$ cat src/rtl/ymhp_pkg.sv
`timescale 1ns / 1ps
// ============================================================================
// ymhp_pkg
// Shared types, codes and constants of the YM music file header parser.
// ============================================================================
package ymhp_pkg;

    // Field widths of the channels.
    localparam int STATUS_W    = 4;
    localparam int VARIANT_W   = 3;
    localparam int FRAME_W     = 21;
    localparam int RATE_W      = 16;
    localparam int OFFSET_W    = 25;
    localparam int CFG_INDEX_W = 2;
    localparam int CFG_DATA_W  = 21;

    // Verdict codes, in the order in which the checks are made, but for ST_OVERFLOW, which is checked first.
    localparam logic [STATUS_W-1:0] ST_OK           = 4'd0;
    localparam logic [STATUS_W-1:0] ST_SHORT        = 4'd1;
    localparam logic [STATUS_W-1:0] ST_MAGIC        = 4'd2;
    localparam logic [STATUS_W-1:0] ST_YM3_LENGTH   = 4'd3;
    localparam logic [STATUS_W-1:0] ST_SIGNATURE    = 4'd4;
    localparam logic [STATUS_W-1:0] ST_DRUMS        = 4'd5;
    localparam logic [STATUS_W-1:0] ST_FRAMES       = 4'd6;
    localparam logic [STATUS_W-1:0] ST_RATE         = 4'd7;
    localparam logic [STATUS_W-1:0] ST_INTERLEAVE   = 4'd8;
    localparam logic [STATUS_W-1:0] ST_STRINGS_CUT  = 4'd9;
    localparam logic [STATUS_W-1:0] ST_DATA_SHORT   = 4'd10;
    localparam logic [STATUS_W-1:0] ST_OVERFLOW     = 4'd11;

    // Format versions.
    localparam logic [VARIANT_W-1:0] VAR_NONE = 3'd0;
    localparam logic [VARIANT_W-1:0] VAR_YM3  = 3'd3;
    localparam logic [VARIANT_W-1:0] VAR_YM5  = 3'd5;
    localparam logic [VARIANT_W-1:0] VAR_YM6  = 3'd6;

    // Configuration register indexes.
    localparam logic [CFG_INDEX_W-1:0] CFG_MAX_FRAMES = 2'd0;
    localparam logic [CFG_INDEX_W-1:0] CFG_MIN_RATE   = 2'd1;
    localparam logic [CFG_INDEX_W-1:0] CFG_MAX_RATE   = 2'd2;

    localparam logic [FRAME_W-1:0] MAX_FRAMES_RESET = 21'd1048576;
    localparam logic [RATE_W-1:0]  MIN_RATE_RESET   = 16'd25;
    localparam logic [RATE_W-1:0]  MAX_RATE_RESET   = 16'd1000;

    // Fixed answers for a YM3 file.
    localparam logic [RATE_W-1:0]   YM3_RATE   = 16'd50;
    localparam logic [OFFSET_W-1:0] YM3_OFFSET = 25'd4;

    // Magic characters.
    localparam logic [7:0] CHR_Y    = 8'h59;
    localparam logic [7:0] CHR_M    = 8'h4D;
    localparam logic [7:0] CHR_3    = 8'h33;
    localparam logic [7:0] CHR_5    = 8'h35;
    localparam logic [7:0] CHR_6    = 8'h36;
    localparam logic [7:0] CHR_BANG = 8'h21;

    // Byte positions of the YM5/YM6 header fields.
    localparam int MAGIC_LAST    = 3;
    localparam int SIG_FIRST     = 4;
    localparam int SIG_END       = 12;
    localparam int FRAMES_END    = 16;
    localparam int ATTR_LOW      = 19;
    localparam int DRUMS_FIRST   = 20;
    localparam int DRUMS_END     = 22;
    localparam int RATE_FIRST    = 26;
    localparam int RATE_END      = 28;
    localparam int EXTRA_FIRST   = 32;
    localparam int HDR_LEN       = 34;
    localparam int MIN_LEN       = 4;
    localparam int STRING_COUNT  = 3;

    typedef enum logic [2:0] {
        PH_MAGIC   = 3'd0,
        PH_YM3     = 3'd1,
        PH_HEADER  = 3'd2,
        PH_EXTRA   = 3'd3,
        PH_STRINGS = 3'd4,
        PH_DATA    = 3'd5,
        PH_UNKNOWN = 3'd6
    } phase_t;

    typedef struct packed {
        logic [FRAME_W-1:0] max_frames;
        logic [RATE_W-1:0]  min_rate;
        logic [RATE_W-1:0]  max_rate;
    } cfg_t;

    typedef struct packed {
        logic [STATUS_W-1:0]  status;
        logic [VARIANT_W-1:0] variant;
        logic [FRAME_W-1:0]   frame_total;
        logic [RATE_W-1:0]    frame_rate;
        logic [OFFSET_W-1:0]  data_offset;
    } result_t;

    // The eight signature characters "LeOnArD!".
    function automatic logic [7:0] sig_byte(input logic [2:0] idx);
        logic [7:0] ch;
        unique case (idx)
            3'd0: ch = 8'h4C;
            3'd1: ch = 8'h65;
            3'd2: ch = 8'h4F;
            3'd3: ch = 8'h6E;
            3'd4: ch = 8'h41;
            3'd5: ch = 8'h72;
            3'd6: ch = 8'h44;
            3'd7: ch = 8'h21;
        endcase
        return ch;
    endfunction

endpackage

$ cat src/rtl/ymhp_cfg_regs.sv
`timescale 1ns / 1ps
// ============================================================================
// ymhp_cfg_regs
// Configuration registers: frame limit and player rate window.
// ============================================================================
module ymhp_cfg_regs
    import ymhp_pkg::*;
(
    input  logic                   aclk,
    input  logic                   aresetn,
    input  logic                   cfg_valid,
    output logic                   cfg_ready,
    input  logic [CFG_INDEX_W-1:0] cfg_index,
    input  logic [CFG_DATA_W-1:0]  cfg_data,
    output cfg_t                   cfg
);

    cfg_t cfg_reg;
    cfg_t cfg_next;

    assign cfg_ready = 1'b1;
    assign cfg       = cfg_reg;

    // Writes to an index beyond the list are taken and ignored.
    always_comb begin
        cfg_next = cfg_reg;
        if (cfg_valid) begin
            case (cfg_index)
                CFG_MAX_FRAMES: cfg_next.max_frames = cfg_data[FRAME_W-1:0];
                CFG_MIN_RATE:   cfg_next.min_rate   = cfg_data[RATE_W-1:0];
                CFG_MAX_RATE:   cfg_next.max_rate   = cfg_data[RATE_W-1:0];
                default: ;
            endcase
        end
    end

    always_ff @(posedge aclk) begin
        if (!aresetn) begin
            cfg_reg.max_frames <= MAX_FRAMES_RESET;
            cfg_reg.min_rate   <= MIN_RATE_RESET;
            cfg_reg.max_rate   <= MAX_RATE_RESET;
        end else begin
            cfg_reg <= cfg_next;
        end
    end

endmodule

$ cat src/rtl/ymhp_in_stage.sv
`timescale 1ns / 1ps
// ============================================================================
// ymhp_in_stage
// Input register that holds one file byte until the parser takes it.
// ============================================================================
module ymhp_in_stage
    import ymhp_pkg::*;
(
    input  logic       aclk,
    input  logic       aresetn,
    input  logic       s_valid,
    output logic       s_ready,
    input  logic [7:0] s_data_byte,
    input  logic       s_last_byte,
    input  logic       advance,
    output logic       byte_valid,
    output logic [7:0] data_byte,
    output logic       last_byte
);

    logic       valid_reg;
    logic       valid_next;
    logic [7:0] data_reg;
    logic       last_reg;

    // The register refills in the same cycle that the parser empties it.
    assign s_ready    = !valid_reg || advance;
    assign valid_next = (s_valid && s_ready) || (valid_reg && !advance);

    always_ff @(posedge aclk) begin
        if (!aresetn) begin
            valid_reg <= 1'b0;
        end else begin
            valid_reg <= valid_next;
        end
    end

    always_ff @(posedge aclk) begin
        if (s_valid && s_ready) begin
            data_reg <= s_data_byte;
            last_reg <= s_last_byte;
        end
    end

    assign byte_valid = valid_reg;
    assign data_byte  = data_reg;
    assign last_byte  = last_reg;

endmodule

$ cat src/rtl/ymhp_parse_core.sv
`timescale 1ns / 1ps
// ============================================================================
// ymhp_parse_core
// Parser state, per-byte update and the end-of-file verdict.
// ============================================================================
module ymhp_parse_core
    import ymhp_pkg::*;
#(
    parameter int POSITION_BITS  = 25,
    parameter int YM3_MAX_DATA   = 1048576,
    parameter int REGS_PER_FRAME = 14
) (
    input  logic       aclk,
    input  logic       aresetn,
    input  logic       advance,
    input  logic [7:0] data_byte,
    input  logic       last_byte,
    input  cfg_t       cfg,
    output result_t    verdict
);

    localparam int PB  = POSITION_BITS;
    localparam int CW  = ((PB > 25) ? PB : 25) + 2;
    localparam int GPW = $clog2(REGS_PER_FRAME);
    localparam int GCW = $clog2(YM3_MAX_DATA / REGS_PER_FRAME + 1);
    localparam int FBW = FRAME_W + $clog2(REGS_PER_FRAME + 1);

    logic [PB-1:0]        pos_reg,        pos_next;
    phase_t               phase_reg,      phase_next;
    logic [VARIANT_W-1:0] format_reg,     format_next;
    logic                 match_reg,      match_next;
    logic [31:0]          frames_reg,     frames_next;
    logic                 interleave_reg, interleave_next;
    logic [15:0]          drum_reg,       drum_next;
    logic [15:0]          rate_reg,       rate_next;
    logic [15:0]          extra_reg,      extra_next;
    logic [1:0]           strings_reg,    strings_next;
    logic [PB-1:0]        start_reg,      start_next;
    logic [GPW-1:0]       gphase_reg,     gphase_next;
    logic [GCW-1:0]       gcount_reg,     gcount_next;
    logic                 overflow_reg,   overflow_next;
    logic [FBW-1:0]       fbytes_reg,     fbytes_next;

    logic [CW-1:0]        pos_w;
    logic [CW-1:0]        len_w;
    logic [CW-1:0]        end_w;
    logic [STATUS_W-1:0]  status;

    assign pos_w = CW'(pos_reg);
    assign len_w = pos_w + CW'(1);
    assign end_w = CW'(start_next) + CW'(fbytes_reg);

    always_comb begin
        pos_next        = pos_reg;
        phase_next      = phase_reg;
        format_next     = format_reg;
        match_next      = match_reg;
        frames_next     = frames_reg;
        interleave_next = interleave_reg;
        drum_next       = drum_reg;
        rate_next       = rate_reg;
        extra_next      = extra_reg;
        strings_next    = strings_reg;
        start_next      = start_reg;
        gphase_next     = gphase_reg;
        gcount_next     = gcount_reg;
        overflow_next   = overflow_reg;
        fbytes_next     = fbytes_reg;

        // The position holds at its top value and marks the file as overflowed.
        if (pos_reg == {PB{1'b1}}) begin
            overflow_next = 1'b1;
        end else begin
            pos_next = pos_reg + 1'b1;
        end

        unique case (phase_reg)
            PH_MAGIC: begin
                if (pos_reg == PB'(0) && data_byte != CHR_Y) begin
                    match_next = 1'b0;
                end
                if (pos_reg == PB'(1) && data_byte != CHR_M) begin
                    match_next = 1'b0;
                end
                if (pos_reg == PB'(2)) begin
                    priority if (data_byte == CHR_3) begin
                        format_next = VAR_YM3;
                    end else if (data_byte == CHR_5) begin
                        format_next = VAR_YM5;
                    end else if (data_byte == CHR_6) begin
                        format_next = VAR_YM6;
                    end else begin
                        match_next = 1'b0;
                    end
                end
                if (pos_reg == PB'(MAGIC_LAST)) begin
                    if (!match_reg || data_byte != CHR_BANG) begin
                        phase_next = PH_UNKNOWN;
                    end else if (format_reg == VAR_YM3) begin
                        phase_next = PH_YM3;
                    end else begin
                        phase_next = PH_HEADER;
                    end
                    match_next = 1'b1;
                end
            end
            PH_YM3: begin
                // Frames are counted as whole groups of register bytes.
                if (gphase_reg == GPW'(REGS_PER_FRAME - 1)) begin
                    gphase_next = '0;
                    gcount_next = gcount_reg + 1'b1;
                end else begin
                    gphase_next = gphase_reg + 1'b1;
                end
            end
            PH_HEADER: begin
                if (pos_reg >= PB'(SIG_FIRST) && pos_reg < PB'(SIG_END)
                        && data_byte != sig_byte(3'(pos_reg[2:0] - 3'd4))) begin
                    match_next = 1'b0;
                end
                if (pos_reg >= PB'(SIG_END) && pos_reg < PB'(FRAMES_END)) begin
                    frames_next = {frames_reg[23:0], data_byte};
                end
                if (pos_reg == PB'(ATTR_LOW)) begin
                    interleave_next = data_byte[0];
                end
                if (pos_reg >= PB'(DRUMS_FIRST) && pos_reg < PB'(DRUMS_END)) begin
                    drum_next = {drum_reg[7:0], data_byte};
                end
                if (pos_reg >= PB'(RATE_FIRST) && pos_reg < PB'(RATE_END)) begin
                    rate_next = {rate_reg[7:0], data_byte};
                end
                if (pos_reg >= PB'(EXTRA_FIRST) && pos_reg < PB'(HDR_LEN)) begin
                    extra_next = {extra_reg[7:0], data_byte};
                end
                if (pos_reg == PB'(HDR_LEN - 1)) begin
                    phase_next  = (extra_next == 16'd0) ? PH_STRINGS : PH_EXTRA;
                    // Register byte count, ready long before the data phase.
                    fbytes_next = FBW'(frames_reg[FRAME_W-1:0]) * FBW'(REGS_PER_FRAME);
                end
            end
            PH_EXTRA: begin
                if (pos_w >= CW'(HDR_LEN - 1) + CW'(extra_reg)) begin
                    phase_next = PH_STRINGS;
                end
            end
            PH_STRINGS: begin
                if (data_byte == 8'd0) begin
                    strings_next = strings_reg + 1'b1;
                    if (strings_reg == 2'(STRING_COUNT - 1)) begin
                        start_next = pos_reg + 1'b1;
                        phase_next = PH_DATA;
                    end
                end
            end
            PH_DATA, PH_UNKNOWN: ;
            default: ;
        endcase
    end

    // The verdict looks at the state as it stands after this byte.
    always_comb begin
        priority if (overflow_next) begin
            status = ST_OVERFLOW;
        end else if (len_w < CW'(MIN_LEN)) begin
            status = ST_SHORT;
        end else if (phase_next == PH_UNKNOWN) begin
            status = ST_MAGIC;
        end else if (phase_next == PH_YM3) begin
            if (pos_reg == PB'(MAGIC_LAST) || gphase_next != '0
                    || len_w > CW'(YM3_MAX_DATA + MIN_LEN)) begin
                status = ST_YM3_LENGTH;
            end else begin
                status = ST_OK;
            end
        end else if (len_w < CW'(HDR_LEN)) begin
            status = ST_SHORT;
        end else if (!match_next) begin
            status = ST_SIGNATURE;
        end else if (drum_next != 16'd0) begin
            status = ST_DRUMS;
        end else if (frames_next == 32'd0 || frames_next > 32'(cfg.max_frames)) begin
            status = ST_FRAMES;
        end else if (rate_next < cfg.min_rate || rate_next > cfg.max_rate) begin
            status = ST_RATE;
        end else if (!interleave_next) begin
            status = ST_INTERLEAVE;
        end else if (phase_next != PH_DATA) begin
            status = ST_STRINGS_CUT;
        end else if (end_w > len_w) begin
            status = ST_DATA_SHORT;
        end else begin
            status = ST_OK;
        end
    end

    always_comb begin
        verdict        = '0;
        verdict.status = status;
        if (status == ST_OK) begin
            if (phase_next == PH_YM3) begin
                verdict.variant     = VAR_YM3;
                verdict.frame_total = FRAME_W'(gcount_next);
                verdict.frame_rate  = YM3_RATE;
                verdict.data_offset = YM3_OFFSET;
            end else begin
                verdict.variant     = format_next;
                verdict.frame_total = frames_next[FRAME_W-1:0];
                verdict.frame_rate  = rate_next;
                verdict.data_offset = OFFSET_W'(start_next);
            end
        end
    end

    // The last byte of a file returns the parser to its reset state.
    always_ff @(posedge aclk) begin
        if (!aresetn || (advance && last_byte)) begin
            pos_reg        <= '0;
            phase_reg      <= PH_MAGIC;
            format_reg     <= VAR_NONE;
            match_reg      <= 1'b1;
            frames_reg     <= '0;
            interleave_reg <= 1'b0;
            drum_reg       <= '0;
            rate_reg       <= '0;
            extra_reg      <= '0;
            strings_reg    <= '0;
            start_reg      <= '0;
            gphase_reg     <= '0;
            gcount_reg     <= '0;
            overflow_reg   <= 1'b0;
            fbytes_reg     <= '0;
        end else if (advance) begin
            pos_reg        <= pos_next;
            phase_reg      <= phase_next;
            format_reg     <= format_next;
            match_reg      <= match_next;
            frames_reg     <= frames_next;
            interleave_reg <= interleave_next;
            drum_reg       <= drum_next;
            rate_reg       <= rate_next;
            extra_reg      <= extra_next;
            strings_reg    <= strings_next;
            start_reg      <= start_next;
            gphase_reg     <= gphase_next;
            gcount_reg     <= gcount_next;
            overflow_reg   <= overflow_next;
            fbytes_reg     <= fbytes_next;
        end
    end

endmodule

$ cat src/rtl/ymhp_out_stage.sv
`timescale 1ns / 1ps
// ============================================================================
// ymhp_out_stage
// Result register that holds one verdict until the receiver takes it.
// ============================================================================
module ymhp_out_stage
    import ymhp_pkg::*;
(
    input  logic                 aclk,
    input  logic                 aresetn,
    input  logic                 load,
    input  result_t              verdict,
    output logic                 can_load,
    output logic                 m_valid,
    input  logic                 m_ready,
    output logic [STATUS_W-1:0]  m_status,
    output logic [VARIANT_W-1:0] m_variant,
    output logic [FRAME_W-1:0]   m_frame_total,
    output logic [RATE_W-1:0]    m_frame_rate,
    output logic [OFFSET_W-1:0]  m_data_offset
);

    logic    valid_reg;
    logic    valid_next;
    result_t result_reg;

    assign can_load   = !valid_reg || m_ready;
    assign valid_next = load || (valid_reg && !m_ready);

    always_ff @(posedge aclk) begin
        if (!aresetn) begin
            valid_reg <= 1'b0;
        end else begin
            valid_reg <= valid_next;
        end
    end

    always_ff @(posedge aclk) begin
        if (load) begin
            result_reg <= verdict;
        end
    end

    assign m_valid       = valid_reg;
    assign m_status      = result_reg.status;
    assign m_variant     = result_reg.variant;
    assign m_frame_total = result_reg.frame_total;
    assign m_frame_rate  = result_reg.frame_rate;
    assign m_data_offset = result_reg.data_offset;

endmodule

$ cat src/rtl/ym_music_header_parser.sv
`timescale 1ns / 1ps
// ============================================================================
// ym_music_header_parser
// Streaming header checker for YM3, YM5 and YM6 chiptune files.
// ============================================================================
// The s_ channel carries a file one byte per transaction, in file order, with
// s_last_byte high on the final byte. Each file gives exactly one transaction
// on the m_ channel: a status code (zero when the file is accepted) and, for an
// accepted file, its format version, frame count, player rate and the offset
// of the register streams. Bytes before the last produce no result.
// The cfg_ channel writes the frame limit and the player rate window; cfg_ready
// is always high and writes are meant to happen while no file is in flight.
// Throughput is one byte per clock: the input register hands a byte to the
// parser, which updates its state and loads the result register on the last
// byte. The last byte passes the input register, then the result register,
// before its verdict appears on m_valid. While a result waits on m_ready,
// further non-final bytes keep flowing; only a next final byte waits until the
// result register frees, and the input then holds one byte before s_ready drops.
// Reset (aresetn low, synchronous) empties both registers, restores the
// configuration defaults and puts the parser at the start of a file. After
// every final byte the parser starts over, so files may follow back to back.
// ============================================================================
module ym_music_header_parser
    import ymhp_pkg::*;
#(
    parameter int POSITION_BITS  = 25,
    parameter int YM3_MAX_DATA   = 1048576,
    parameter int REGS_PER_FRAME = 14
) (
    input  logic                   aclk,
    input  logic                   aresetn,
    input  logic                   s_valid,
    output logic                   s_ready,
    input  logic [7:0]             s_data_byte,
    input  logic                   s_last_byte,
    output logic                   m_valid,
    input  logic                   m_ready,
    output logic [STATUS_W-1:0]    m_status,
    output logic [VARIANT_W-1:0]   m_variant,
    output logic [FRAME_W-1:0]     m_frame_total,
    output logic [RATE_W-1:0]      m_frame_rate,
    output logic [OFFSET_W-1:0]    m_data_offset,
    input  logic                   cfg_valid,
    output logic                   cfg_ready,
    input  logic [CFG_INDEX_W-1:0] cfg_index,
    input  logic [CFG_DATA_W-1:0]  cfg_data
);

    cfg_t       cfg;
    result_t    verdict;
    logic       byte_valid;
    logic [7:0] data_byte;
    logic       last_byte;
    logic       can_load;
    logic       advance;

    // A byte moves into the parser unless it is the final byte and the
    // previous verdict has not been taken yet.
    assign advance = byte_valid && (!last_byte || can_load);

    ymhp_cfg_regs u_cfg_regs (
        .aclk      (aclk),
        .aresetn   (aresetn),
        .cfg_valid (cfg_valid),
        .cfg_ready (cfg_ready),
        .cfg_index (cfg_index),
        .cfg_data  (cfg_data),
        .cfg       (cfg)
    );

    ymhp_in_stage u_in_stage (
        .aclk        (aclk),
        .aresetn     (aresetn),
        .s_valid     (s_valid),
        .s_ready     (s_ready),
        .s_data_byte (s_data_byte),
        .s_last_byte (s_last_byte),
        .advance     (advance),
        .byte_valid  (byte_valid),
        .data_byte   (data_byte),
        .last_byte   (last_byte)
    );

    ymhp_parse_core #(
        .POSITION_BITS  (POSITION_BITS),
        .YM3_MAX_DATA   (YM3_MAX_DATA),
        .REGS_PER_FRAME (REGS_PER_FRAME)
    ) u_parse_core (
        .aclk      (aclk),
        .aresetn   (aresetn),
        .advance   (advance),
        .data_byte (data_byte),
        .last_byte (last_byte),
        .cfg       (cfg),
        .verdict   (verdict)
    );

    ymhp_out_stage u_out_stage (
        .aclk          (aclk),
        .aresetn       (aresetn),
        .load          (advance && last_byte),
        .verdict       (verdict),
        .can_load      (can_load),
        .m_valid       (m_valid),
        .m_ready       (m_ready),
        .m_status      (m_status),
        .m_variant     (m_variant),
        .m_frame_total (m_frame_total),
        .m_frame_rate  (m_frame_rate),
        .m_data_offset (m_data_offset)
    );

endmodule

$ cat config.mk
export PLATFORM = sky130hd
export DESIGN_NAME = ym_music_header_parser
export DESIGN_NICKNAME = d
export VERILOG_FILES = /design/src/rtl/ymhp_pkg.sv /design/src/rtl/ymhp_cfg_regs.sv /design/src/rtl/ymhp_in_stage.sv /design/src/rtl/ymhp_parse_core.sv /design/src/rtl/ymhp_out_stage.sv /design/src/rtl/ym_music_header_parser.sv
export SDC_FILE = /design/constraint.sdc
export NUM_CORES = 1
export LEC_CHECK = 0
export BUFFER_PORTS_ARGS = -buffer_cell sky130_fd_sc_hd__buf_2
export CAP_MARGIN = 30
export CORE_MARGIN = 8
export CORE_UTILIZATION = 30
export CTS_CLUSTER_SIZE = 14
export DETAILED_ROUTE_END_ITERATION = 12
export MAX_ROUTING_LAYER = met4
export REMOVE_ABC_BUFFERS = 1
export SLEW_MARGIN = 5
export SYNTH_ARGS = -nofsm -noshare
export SYNTH_HDL_FRONTEND = slang
export SYNTH_SLANG_ARGS = --single-unit
$ cat constraint.sdc
create_clock -name aclk -period 17 [get_ports aclk]
set_input_delay 2.55 -clock aclk [delete_from_list [all_inputs] [get_ports aclk]]
set_output_delay 2.55 -clock aclk [all_outputs]
set_load 0.02 [all_outputs]
### After elaboration in Yosys (flattened, before gate mapping)

Memory sizes are Yosys's and may differ from the RTL's.
Cells that the tools add are included.

| word-level totals | value |
|---|---|
| bits of input ports | 37 |
| bits in registers | 319 |
| ROM bits | 56 |
| memories | 1 |
| logic and storage cells | 190 |

Memory list:

| name | depth | bits a word | rd ports | clocked after Yosys merged registers in | write ports | RTL line | RTL |
|---|---|---|---|---|---|---|---|
| (name not given) | 8 | 7 | 1 | 0 | 0 | ymhp_pkg.sv:100 | `unique case (idx)` |

| operators by class | value |
|---|---|
| $mul | 1 |
| reduce and logical (&&, ||, !) cells | 48 |
| $add $sub $neg | 8 |
| muxes and demuxes | 56 |
| equal/unequal tests | 25 |
| bitwise gates (word level) | 2 |
| order comparisons | 18 |

Operators with widths:

| kind | count |
|---|---|
| two-way mux 16 bit | 6 |
| less-than comparator 25 x 5 -> 1 bit (second input constant) | 3 |
| two-way mux 25 bit | 3 |
| two-way mux 32 bit | 2 |
| two-way mux 64 bit | 1 |
| two-way mux 4 bit | 14 |
| == test 25 x 2 -> 1 bit (second input constant) | 2 |
| greater-or-equal comparator 25 x 5 -> 1 bit (second input constant) | 2 |
| two-way mux 3 bit | 12 |
| two-way mux 17 bit | 2 |
| greater-than comparator 32 x 21 -> 1 bit | 1 |
| logical NOT 32 bit | 1 |
| greater-or-equal comparator 25 x 27 -> 1 bit | 1 |
| greater-than comparator 27 x 21 -> 1 bit (second input constant) | 1 |
| greater-than comparator 27 bit | 1 |
| less-than comparator 27 x 3 -> 1 bit (second input constant) | 1 |
| less-than comparator 27 x 6 -> 1 bit (second input constant) | 1 |
| adder 25 x 1 -> 26 bit (second input constant) | 1 |
| adder 25 x 25 -> 26 bit | 1 |
| adder 25 x 1 -> 25 bit (second input constant) | 1 |
| == test 25 x 1 -> 1 bit (second input constant) | 1 |
| == test 25 bit (second input constant) | 1 |
| == test 25 x 5 -> 1 bit (second input constant) | 1 |
| == test 25 x 6 -> 1 bit (second input constant) | 1 |
| 44 further kinds | 97 |

### Logic depth before layout (Yosys ltp)

Gate-level depths: netlist of run 1.

| depth | value |
|---|---|
| depth after elaboration | 23 |
| gate-level depth with buffers | 31 |

### Cells and area by module

Synthesis of run 1 repeated with hierarchy kept, for this count alone.

| second synthesis, totals | value |
|---|---|
| cell total of the unflattened synthesis | 2319 |
| area total of the unflattened synthesis | 20033.0 sq um |

By module, submodules not included:

| module | seq. area each (sq um) | area each (sq um) | instances | cells each |
|---|---|---|---|---|
| ymhp_parse_core | 3723.6 | 15429.8 | 1 | 2018 |
| ymhp_cfg_regs | 1061.0 | 2135.8 | 1 | 211 |
| ymhp_out_stage | 2092.0 | 2120.8 | 1 | 73 |
| ymhp_in_stage | 290.3 | 327.8 | 1 | 14 |
| ym_music_header_parser | 0.0 | 18.8 | 1 | 3 |

### Least setup slack after synthesis of run 1

OpenSTA, ideal clock, no wires.

| path | value |
|---|---|
| path type | reg-to-reg |
| start | reg u_in_stage.data_reg[7], in the netlist u_in_stage.data_byte[7] |
| end | reg u_out_stage.result_reg (netlist bit u_out_stage.m_frame_total[10]), data pin |
| setup time | 167 ps |
| cell stages (with the launch flop) | 29 |
| path slack | 11194 ps |
| data required time | 16833 ps |
| clock period less this slack | 5806 ps |
| arrival time | 5639 ps |
| path through | edfxtp_1 > clkbuf_1 > nor3_1 > nand4_1 > clkbuf_1 > a21oi_1 > inv_1 > ha_1 > fa_1 > a21o_1 > a21oi_1 > o211ai_1 > a41oi_1 > o21bai_1 > a211o_1 > nand2_1 > o21ai_0 > a21oi_1 > o21ai_0 > ha_1 > nand4_1 > nor4_1 > nand2_1 > nor3_1 > o21bai_1 > o31ai_4 > nand3_2 > buf_2 > a211oi_1 |

| between the ends | value |
|---|---|
| elaborated cells on any way between the ends | 64 |

RTL lines:

| element | RTL line | RTL |
|---|---|---|
| start: declaration | ymhp_in_stage.sv:23 | `logic [7:0] data_reg;` |
| start signal: assignment | ymhp_in_stage.sv:40 | `data_reg <= s_data_byte;` |
| logical NOT 8 bit | ymhp_parse_core.sv:148 | `if (data_byte == 8'd0) begin` |
| two-way mux 25 bit | ymhp_parse_core.sv:148 |  |
| two-way mux 25 bit | ymhp_parse_core.sv:77 | `unique case (phase_reg)` |
| via u_parse_core.start_next[1] | ymhp_parse_core.sv:38 | `logic [PB-1:0] start_reg, start_next;` |
| adder 25 x 25 -> 26 bit | ymhp_parse_core.sv:51 | `assign end_w = CW'(start_next) + CW'(fbytes_reg);` |
| greater-than comparator 27 bit | ymhp_parse_core.sv:190 | `end else if (end_w > len_w) begin` |
| two-way mux 4 bit | ymhp_parse_core.sv:190 |  |
| two-way mux 4 bit | ymhp_parse_core.sv:188 | `end else if (phase_next != PH_DATA) begin` |
| (+3 left out) | n/a |  |
| two-way mux 4 bit | ymhp_parse_core.sv:180 | `end else if (drum_next != 16'd0) begin` |
| two-way mux 4 bit | ymhp_parse_core.sv:178 | `end else if (!match_next) begin` |
| two-way mux 4 bit | ymhp_parse_core.sv:176 | `end else if (len_w < CW'(HDR_LEN)) begin` |
| two-way mux 4 bit | ymhp_parse_core.sv:169 | `end else if (phase_next == PH_YM3) begin` |
| two-way mux 4 bit | ymhp_parse_core.sv:167 | `end else if (phase_next == PH_UNKNOWN) begin` |
| two-way mux 4 bit | ymhp_parse_core.sv:165 | `end else if (len_w < CW'(MIN_LEN)) begin` |
| two-way mux 4 bit | ymhp_parse_core.sv:163 | `priority if (overflow_next) begin` |
| logical NOT 4 bit | ymhp_parse_core.sv:200 | `if (status == ST_OK) begin` |
| end signal: assignment | ymhp_out_stage.sv:40 | `result_reg <= verdict;` |
| end: declaration | ymhp_out_stage.sv:25 | `result_t result_reg;` |

The timed path passes the listed nets, and every way through them passes these cells. The select of a mux whose other input is x is not followed.
A chain may end at the register's enable or synchronous reset.

### Final worst setup path of run 1

| path | value |
|---|---|
| start | reg u_in_stage.data_reg[1], in the netlist u_in_stage.data_byte[1] |
| end | reg u_out_stage.result_reg (netlist bit u_out_stage.m_frame_total[16]), data pin |

Same word-level chain as after synthesis.

==> PnR_summary.wiki, run 1 <==
{| class="wikitable"
! Metric !! Value
|-
| Largest stage delay on the critical path || 600 ps
|-
| Warning count from the yosys run || 0
|-
| Layout Skew || 25.48 ps
|-
| Final estimated routing congestion in global placement || 0.8933
|-
| Count of flip-flops with a built-in enable after synthesis || 78
|-
| Wire length of the first global-routing pass || 88410 microns
|-
| TritonCTS Sinks || 319
|-
| Final hold slack || 451.8 ps
|-
| Leakage power || 0.008695 uW
|-
| Clock Pin Slew Worst Setup and Hold Paths || 60 ps
|-
| Routed WL per cell || 17.41 microns
|-
| Iteration-0 DRC Markers || 1184
|-
| Worst Hold Path EP || u_parse_core.drum_reg[11]$_SDFFE_PP0P_
|-
| Worst endpoint required time || 17350 ps
|-
| Standard cell with the maximum stage delay on the critical path || edfxtp_1
|-
| Maximum number of pins on one net before global-route repair || 87
|-
| Pwr per Cell Area || 80.37 nW/um^2
|-
| Crit. End Element || flop
|-
| Total Routing Usage GR || 15.23%
|-
| MaxCap Viol Count || 0
|-
| Worst-case reg-to-reg path depth || 26
|-
| RSZ-0062 raised after global routing || no
|-
| Final routed wirelength across all metal layers || 55740 microns
|-
| Endpoint of the most critical register-to-register path || u_out_stage.m_frame_total[16]$_SDFFCE_PP0P_
|-
| Slew of the pin with the lowest slew margin || 995.0 ps
|-
| Post-synthesis to final-layout area growth || 12.39%
|-
| Worst Setup Path Type || flop to flop
|-
| Number of standard cells after synthesis || 2285
|-
| Register-to-register path setup slack || 9620 ps
|-
| Number of setup buffers added after CTS || 0
|-
| Setup slack at placement || 9734 ps
|-
| Sequential fraction of the synthesis area || 36.77%
|-
| Dominant cells by area after synthesis || dfxtp_1 (25%), edfxtp_1 (12%), ha_1 (9.9%)
|-
| Reg-to-reg critical path startpoint || u_in_stage.data_byte[1]$_DFFE_PP_
|-
| Number of buffers added to fix hold violations after cts || 0
|-
| Starting utilization of the core area || 30.29%
|-
| Post-synth ARST share || 0%
|-
| Overall overflow remaining after global route || 0
|-
| Launching element type of the critical path || flop
|-
| Mapped Area || 19490 sq um
|-
| Number of detailed-routing iterations run before antenna repair || 5
|-
| Placement-stage cell area || 20730 sq um
|-
| Root Buffer Master || clkbuf_16
|-
| Initial antenna violation count || 2
|-
| Library cell with the largest summed area after synthesis || dfxtp_1
|-
| Number of levels in the clock H-tree || 2
|-
| Chip Height || 270.9 microns
|-
| Maximum buffer depth of the clock tree || 3
|-
| Overall die area || 73390 sq um
|-
| Later-pin clock latency in the skew report || 560 ps
|-
| Critical path fanouts, max || 51
|-
| Commonest cells in the synthesized netlist || nand2_1 (331), nor2_1 (267), dfxtp_1 (241)
|-
| Count of state elements after synthesis || 319
|-
| Worst vdd ir || 61.14 uV
|-
| Type of the tightest min-delay check || flop to flop
|-
| Synth cell types || 79
|-
| Final Max Slew Viols || 0
|-
| HPWL reported at the end of detailed placement || 41010 microns
|-
| Aggregate negative setup slack || 0 ps
|-
| Chip width || 270.9 microns
|-
| Core Area || 64350 sq um
|-
| Total power after layout || 1761 uW
|-
| Area of all placed cells without fillers || 21910 sq um
|-
| Crit path top cell by count || a21oi_1
|-
| Clock tree from TritonCTS || built
|-
| Quantity of I/O buffers inserted on ports || 107
|-
| Status || finished clean
|-
| Fraction of layout cells with a size suffix above 1 || 10.02%
|-
| Max FFs per register || 53
|-
| Maximum operating frequency || 0.1355 GHz
|-
| Vias per cell || 5.012
|-
| Antenna cell count || 0
|-
| Cells on Worst Hold Path || 2
|-
| Vias in the first global route || 15120
|-
| Arrival time reported for the critical path endpoint || 7730 ps
|-
| Number of ports placed on the die boundary || 109
|-
| Mean instance size in the synthesized netlist || 8.531 sq um
|-
| Post-synth top flop || dfxtp_1
|-
| Routed Antenna Nets || 0
|-
| Worst setup slack after layout || 9620 ps
|-
| Time the final worst path needs with I/O delays and setup || 7380 ps
|-
| NumNets Final || 2533
|-
| PostCTS Resize Cnt || 0
|-
| Row count || 93
|-
| Final clock period utilization by the worst path || 43.41%
|-
| Hold Startpoint || u_parse_core.drum_reg[11]$_SDFFE_PP0P_
|-
| Via Count || 16040
|-
| Total CTS buffers || 36
|-
| Portion of synthesized cell area occupied by the leading cell type || 24.75%
|-
| Most frequent cell after synthesis || nand2_1
|-
| Setup violators final || 0
|-
| Final hold violations || 0
|-
| DRC violations left || 0
|-
| Slew HR || 31.95%
|}
==> through the flow <==
| stage | std cells | utilization, % |
|---|---|---|
| 2_1_floorplan | 2158 | - |
| 4_1_cts | 3200 | 34.00 |
| 6_report | 3201 | 34.04 |
| 3_3_place_gp | 3131 | 32.14 |
| 3_5_place_dp | 3135 | 32.22 |
| 5_1_grt | 3201 | 34.04 |
==> worst max path at each step <==
stage	startpoint	to	slack, ps	depth (start not counted)
global placement	u_in_stage.data_byte[1]$_DFFE_PP_	u_out_stage.m_variant[2]$_SDFFCE_PP0P_	9800	26
CTS	u_in_stage.data_byte[1]$_DFFE_PP_	u_out_stage.m_variant[2]$_SDFFCE_PP0P_	9700	26
global route	u_in_stage.data_byte[1]$_DFFE_PP_	u_out_stage.m_frame_total[16]$_SDFFCE_PP0P_	8880	26
finish	u_in_stage.data_byte[1]$_DFFE_PP_	u_out_stage.m_frame_total[16]$_SDFFCE_PP0P_	9620	26
detailed placement	u_in_stage.data_byte[1]$_DFFE_PP_	u_out_stage.m_variant[2]$_SDFFCE_PP0P_	9730	26
floorplan	m_ready	u_parse_core.fbytes_reg[23]$_SDFFE_PP0P_	8550	6
==> power breakdown <==
group,leakage [uW],switching (uW),internal (uW),total (uW)
sequential,0.00270,22.4,792,814
combinational,0.00542,115,65.9,181
clock,0.000570,335,431,766
==> final cells by class <==
class / count / area (sq um)
clock buffer: 52 / 1042
clock inverter: 13 / 103.9
fill: 6781 / 42440
inverter: 107 / 402.9
multi-input combinational: 1732 / 11430
sequential: 319 / 7167
tap: 855 / 1070
timing repair buffer: 123 / 695.7
==> routing by layer <==
layer / wire (microns) / share of wire [%] / GRT usage, % / vias up
met5: 0 / 0 / - / -
met4: 1424 / 2.6 / 4.128 / 0
met3: 2674 / 4.8 / 2.188 / 70
li1: - / - / - / 8060
met2: 24310 / 44 / 22.72 / 419
met1: 27340 / 49 / 21.34 / 7494
==> kinds of logic after synthesis <==
group | count (synthesis) | synth area share, %
other | 1 | 0.01924
adders and majority gates | 177 | 12.21
muxes | 68 | 3.665
xor gates and xnor gates | 134 | 6.021
DFF | 319 | 36.77
AOI/OAI and AO/OA | 456 | 15.00
and+or+nand+nor | 896 | 21.57
buffers and inverters | 234 | 4.744
==> layout by cell type, fill, tap and decap left out, types with 7 or more instances in the layout <==
| cell type | count |
|---|---|
| a21o_1 | 19 |
| o211ai_1 | 22 |
| nor4_1 | 22 |
| mux2i_1 | 50 |
| nor2b_1 | 32 |
| nor3_1 | 52 |
| clkinv_2 | 8 |
| nor2_1 | 267 |
| mux2_2 | 17 |
| a31oi_1 | 11 |
| clkbuf_1 | 9 |
| a21oi_1 | 145 |
| clkbuf_16 | 37 |
| or2_2 | 8 |
| o21a_1 | 15 |
| nand4_1 | 31 |
| xnor2_1 | 72 |
| xor2_1 | 62 |
| dfxtp_1 | 241 |
| a211oi_1 | 50 |
| nand2b_1 | 10 |
| o21bai_1 | 7 |
| nand2_1 | 329 |
| and3_1 | 24 |
| buf_2 | 107 |
| edfxtp_1 | 78 |
| o21ai_0 | 82 |
| buf_4 | 13 |
| or3_1 | 12 |
| and4_1 | 14 |
| inv_1 | 106 |
| and2_1 | 9 |
| nand3_1 | 41 |
| ha_1 | 155 |
| a21boi_0 | 46 |
| fa_1 | 22 |
==> worst max-delay path: cells and delay by family, from the launching register on <==
family / cells / cell delay, ps
compound gates: 13 / 3080
buf+inv: 2 / 350
simple gates: 8 / 2120
fa+ha+maj: 3 / 1000
flops: 1 / 600
Power figures use the tool's default switching activity.
==> run 2, diff against run 1 <==
--- a/config.mk
+++ b/config.mk
@@ -5,6 +5,7 @@
 export SDC_FILE = /design/constraint.sdc
 export NUM_CORES = 1
 export LEC_CHECK = 0
+export ABC_AREA = 1
 export BUFFER_PORTS_ARGS = -buffer_cell sky130_fd_sc_hd__buf_2
 export CAP_MARGIN = 30
 export CORE_MARGIN = 8
==> constraint.sdc (replaced) <==
create_clock -name aclk -period 6.85 [get_ports aclk]
set_input_delay 1.0275 -clock aclk [delete_from_list [all_inputs] [get_ports aclk]]
set_output_delay 1.0275 -clock aclk [all_outputs]
set_load 0.02 [all_outputs]
==> run 2 against run 1 <==
Effect of this change: die area increased by 2.3%; via count is 9.9% higher; area after synthesis rose by 2.4%; critical path type unchanged; register-to-register slack lost 8900 ps; largest power group is now the clock network; design area up 4.7%; synthesized cell count is 19% higher; sequential cell count unchanged; worst hold slack gained 7.3 ps; combinational power increased to 4.8 times the previous value; utilization rose by 0.79 points; critical path depth increased by 15.
==> PnR_summary.wiki, run 2 <==
{| class="wikitable"
! Metric !! Value
|-
| Maximum number of pins on one net before global-route repair || 89 (+2.3%)
|-
| Maximum buffer depth of the clock tree || 3 (unchanged)
|-
| Routed WL per cell || 15.73 microns (-9.7%)
|-
| Pwr per Cell Area || 220.8 nW/um^2 (+170%)
|-
| NumNets Final || 3017 (+19%)
|-
| Sequential fraction of the synthesis area || 35.89% (-0.88 points)
|-
| Later-pin clock latency in the skew report || 570 ps (about the same)
|-
| Register-to-register path setup slack || 670 ps (-8950 ps)
|-
| Via Count || 17630 (+9.9%)
|-
| Warning count from the yosys run || 0 (unchanged)
|-
| Aggregate negative setup slack || 0 ps (unchanged)
|-
| MaxCap Viol Count || 0 (unchanged)
|-
| Initial antenna violation count || 0 (-2)
|-
| Count of state elements after synthesis || 319 (unchanged)
|-
| Launching element type of the critical path || flop
|-
| Post-synth ARST share || 0% (unchanged)
|-
| Clock Pin Slew Worst Setup and Hold Paths || 60 ps (about the same)
|-
| Number of buffers added to fix hold violations after cts || 0 (unchanged)
|-
| Slew HR || 29.26% (-2.7 points)
|-
| Antenna cell count || 0 (unchanged)
|-
| Number of levels in the clock H-tree || 2 (unchanged)
|-
| Critical path buffer and inverter count || 3 (+1)
|-
| Worst-case reg-to-reg path depth || 41 (+58%)
|-
| Worst setup slack after layout || 673.0 ps (-8947 ps)
|-
| Post-synthesis to final-layout area growth || 14.89%
|-
| Status || finished clean
|-
| Setup violators final || 0 (unchanged)
|-
| Wire length of the first global-routing pass || 91310 microns (+3.3%)
|-
| Crit. End Element || flop
|-
| Clock tree from TritonCTS || built
|-
| Fraction of layout cells with a size suffix above 1 || 10.10% (+0.078 points)
|-
| Cells on Worst Hold Path || 2 (unchanged)
|-
| Maximum operating frequency || 0.1619 GHz (+19%)
|-
| Vias in the first global route || 16440 (+8.8%)
|-
| Type of the tightest min-delay check || flop to flop
|-
| Vias per cell || 4.768 (-4.9%)
|-
| Final clock period utilization by the worst path || 90.17% (+47 points)
|-
| Number of ports placed on the die boundary || 109 (unchanged)
|-
| Hold Startpoint || u_cfg_regs.cfg[17]$_SDFFE_PN0P_
|-
| Setup slack at placement || 64.85 ps (-9669 ps)
|-
| Max FFs per register || 53 (unchanged)
|-
| DRC violations left || 0 (unchanged)
|-
| Crit path top cell by count || nand2_1
|-
| Mean instance size in the synthesized netlist || 7.363 sq um (-14%)
|-
| Critical path fanouts, max || 32 (-37%)
|-
| RSZ-0062 raised after global routing || no
|-
| Leakage power || 0.01064 uW (+22%)
|-
| Chip Height || 274 microns (+1.1%)
|-
| Root Buffer Master || clkbuf_16
|-
| Final routed wirelength across all metal layers || 58140 microns (+4.3%)
|-
| Total Routing Usage GR || 15.49% (+0.26 points)
|-
| Overall die area || 75080 sq um (+2.3%)
|-
| Mapped Area || 19970 sq um (+2.4%)
|-
| TritonCTS Sinks || 319 (unchanged)
|-
| Final hold slack || 459.1 ps (+7.286 ps)
|-
| Final estimated routing congestion in global placement || 0.9054 (+1.4%)
|-
| Commonest cells in the synthesized netlist || inv_1 (438), nand2_1 (415), o21ai_0 (309)
|-
| Final hold violations || 0 (unchanged)
|-
| Post-layout instance count excluding filler cells || 3697 (+15%)
|-
| Synth cell types || 56 (-29%)
|-
| HPWL reported at the end of detailed placement || 43780 microns (+6.8%)
|-
| # placed instances || 3625 (+16%)
|-
| Routed Antenna Nets || 0 (unchanged)
|-
| Layout Skew || 19.21 ps (-6.270 ps)
|-
| Overall overflow remaining after global route || 0 (unchanged)
|-
| Standard cell with the maximum stage delay on the critical path || edfxtp_1
|-
| Time the final worst path needs with I/O delays and setup || 6177 ps (-1203 ps)
|-
| Library cell with the largest summed area after synthesis || dfxtp_1
|-
| Number of detailed-routing iterations run before antenna repair || 7 (+2)
|-
| Row count || 94 (+1.1%)
|-
| Endpoint of the most critical register-to-register path || u_out_stage.m_data_offset[0]$_SDFFCE_PP0P_
|-
| Dominant cells by area after synthesis || dfxtp_1 (24%), edfxtp_1 (12%), ha_1 (9.7%)
|-
| Iteration-0 DRC Markers || 1343 (+13%)
|-
| Worst endpoint required time || 7130 ps (-10220 ps)
|-
| Largest stage delay on the critical path || 380 ps (-220 ps)
|-
| Final Max Slew Viols || 0 (unchanged)
|-
| Commonest cells after routing, fill and taps aside || inv_1 (437), nand2_1 (413), o21ai_0 (306)
|-
| Most common cell after layout, fill and taps aside || inv_1
|-
| Reg-to-reg critical path startpoint || u_in_stage.data_byte[0]$_DFFE_PP_
|-
| Arrival time reported for the critical path endpoint || 6460 ps (-1270 ps)
|-
| Top delay family on crit path || simple AND/OR/NAND/NOR gates
|-
| Most frequent cell after synthesis || inv_1
|-
| Number of standard cells after synthesis || 2712 (+19%)
|-
| Worst Hold Path EP || u_cfg_regs.cfg[17]$_SDFFE_PN0P_
|-
| Post-synth top flop || dfxtp_1
|-
| Count of flip-flops with a built-in enable after synthesis || 78 (unchanged)
|-
| Total CTS buffers || 38 (+5.6%)
|-
| Slew of the pin with the lowest slew margin || 1057 ps (+62.18 ps)
|-
| Chip width || 274 microns (+1.1%)
|-
| Core Area || 65860 sq um (+2.4%)
|-
| Worst Setup Path Type || flop to flop
|-
| Quantity of I/O buffers inserted on ports || 107 (unchanged)
|-
| Portion of synthesized cell area occupied by the leading cell type || 24.16% (-0.59 points)
|-
| Worst vdd ir || 129.2 uV (+110%)
|-
| Starting utilization of the core area || 30.32% (about the same)
|}
-- run 2: cell count changes in the layout (fill, tap and decap cells not counted), moves of 43 or more --
cell      change
o21ai_0     +224
xnor2_1      -52
mux2i_1      -50
a21oi_1     +147
nand2_1      +84
a21boi_0     -43
inv_1       +331
a211oi_1     -44
-- run 2: through the flow --
| stage | utilization [%] | cell area, sq um | total power [uW] |
|---|---|---|---|
| 2_1_floorplan | - | 19490 | 2690 |
| 3_3_place_gp | 32.65 | 21510 | 2978 |
| 3_5_place_dp | 32.76 | 21570 | 2984 |
| 4_1_cts | 34.74 | 22880 | 5116 |
| 5_1_grt | 34.83 | 22940 | 5313 |
| 6_report | 34.83 | 22940 | 5065 |
-- run 2: kinds of logic (layout without fill, tap and decap cells) --
kind of cell / after synthesis / after routing / share of synthesized area (%)
other: 1 / 1 / 0.01878
buffers and inverters: 556 / 677 / 10.72
AND/OR/NAND/NOR: 857 / 857 / 18.35
flip-flops: 319 / 319 / 35.89
AO/OA/AOI/OAI: 710 / 710 / 19.07
XOR/XNOR: 92 / 92 / 4.035
adder cells (fa/ha/maj): 177 / 177 / 11.92
-- run 2: per-layer routing --
metal	track usage, %	vias to the layer above	part of all wire (%)
met3	2.117	77	4.5
met1	20.28	8067	48
met2	24.98	370	46
met5	-	-	0
met4	4.201	0	2.4
li1	-	9114	-
-- run 2: what timing repair did --
action | CTS | global route
setup buffers | 0 | 1
setup endpoints to repair | 0 | 67
gates resized for setup | 0 | 16
-- run 2: where the power goes --
group	leakage (uW)	total [uW]	internal, uW	switching [uW]
combinational	0.00728	873	292	581
clock	0.000635	2110	1250	865
sequential	0.00272	2080	2010	68.5
-- run 2: worst max-delay path by stage --
stage	from	to	slack, ps	depth (start not counted)
after floorplan	m_ready	u_parse_core.gphase_reg[0]$_SDFFE_PP0P_	-170	9
after CTS	u_parse_core.pos_reg[0]$_SDFFE_PP0P_	u_out_stage.m_data_offset[23]$_SDFFCE_PP0P_	30	34
after detailed placement	u_parse_core.pos_reg[0]$_SDFFE_PP0P_	u_out_stage.m_data_offset[23]$_SDFFCE_PP0P_	60	34
after global placement	u_parse_core.pos_reg[0]$_SDFFE_PP0P_	u_out_stage.m_data_offset[0]$_SDFFCE_PP0P_	300	34
after global routing	u_in_stage.data_byte[0]$_DFFE_PP_	u_out_stage.m_frame_rate[15]$_SDFFCE_PP0P_	20	42
final	u_in_stage.data_byte[0]$_DFFE_PP_	u_out_stage.m_data_offset[0]$_SDFFCE_PP0P_	670	41
-- run 2: final cells by class --
class                           count  area [sq um]
Timing Repair Buffer              163          1017
Multi-Input combinational cell   1837         10700
Inverter                          444          1669
Sequential cell                   319          7169
Clock inverter                     18         210.2
Tap cell                          864          1081
Clock buffer                       52          1095
Fill cell                        7017         42920
-- run 2: tightest hold or removal path, delay by kind of cell, from the launching register on --
family	cells	cell delay (ps)
DFF	1	290
AOI/OAI and AO/OA	1	60
buffers and inverters	1	60
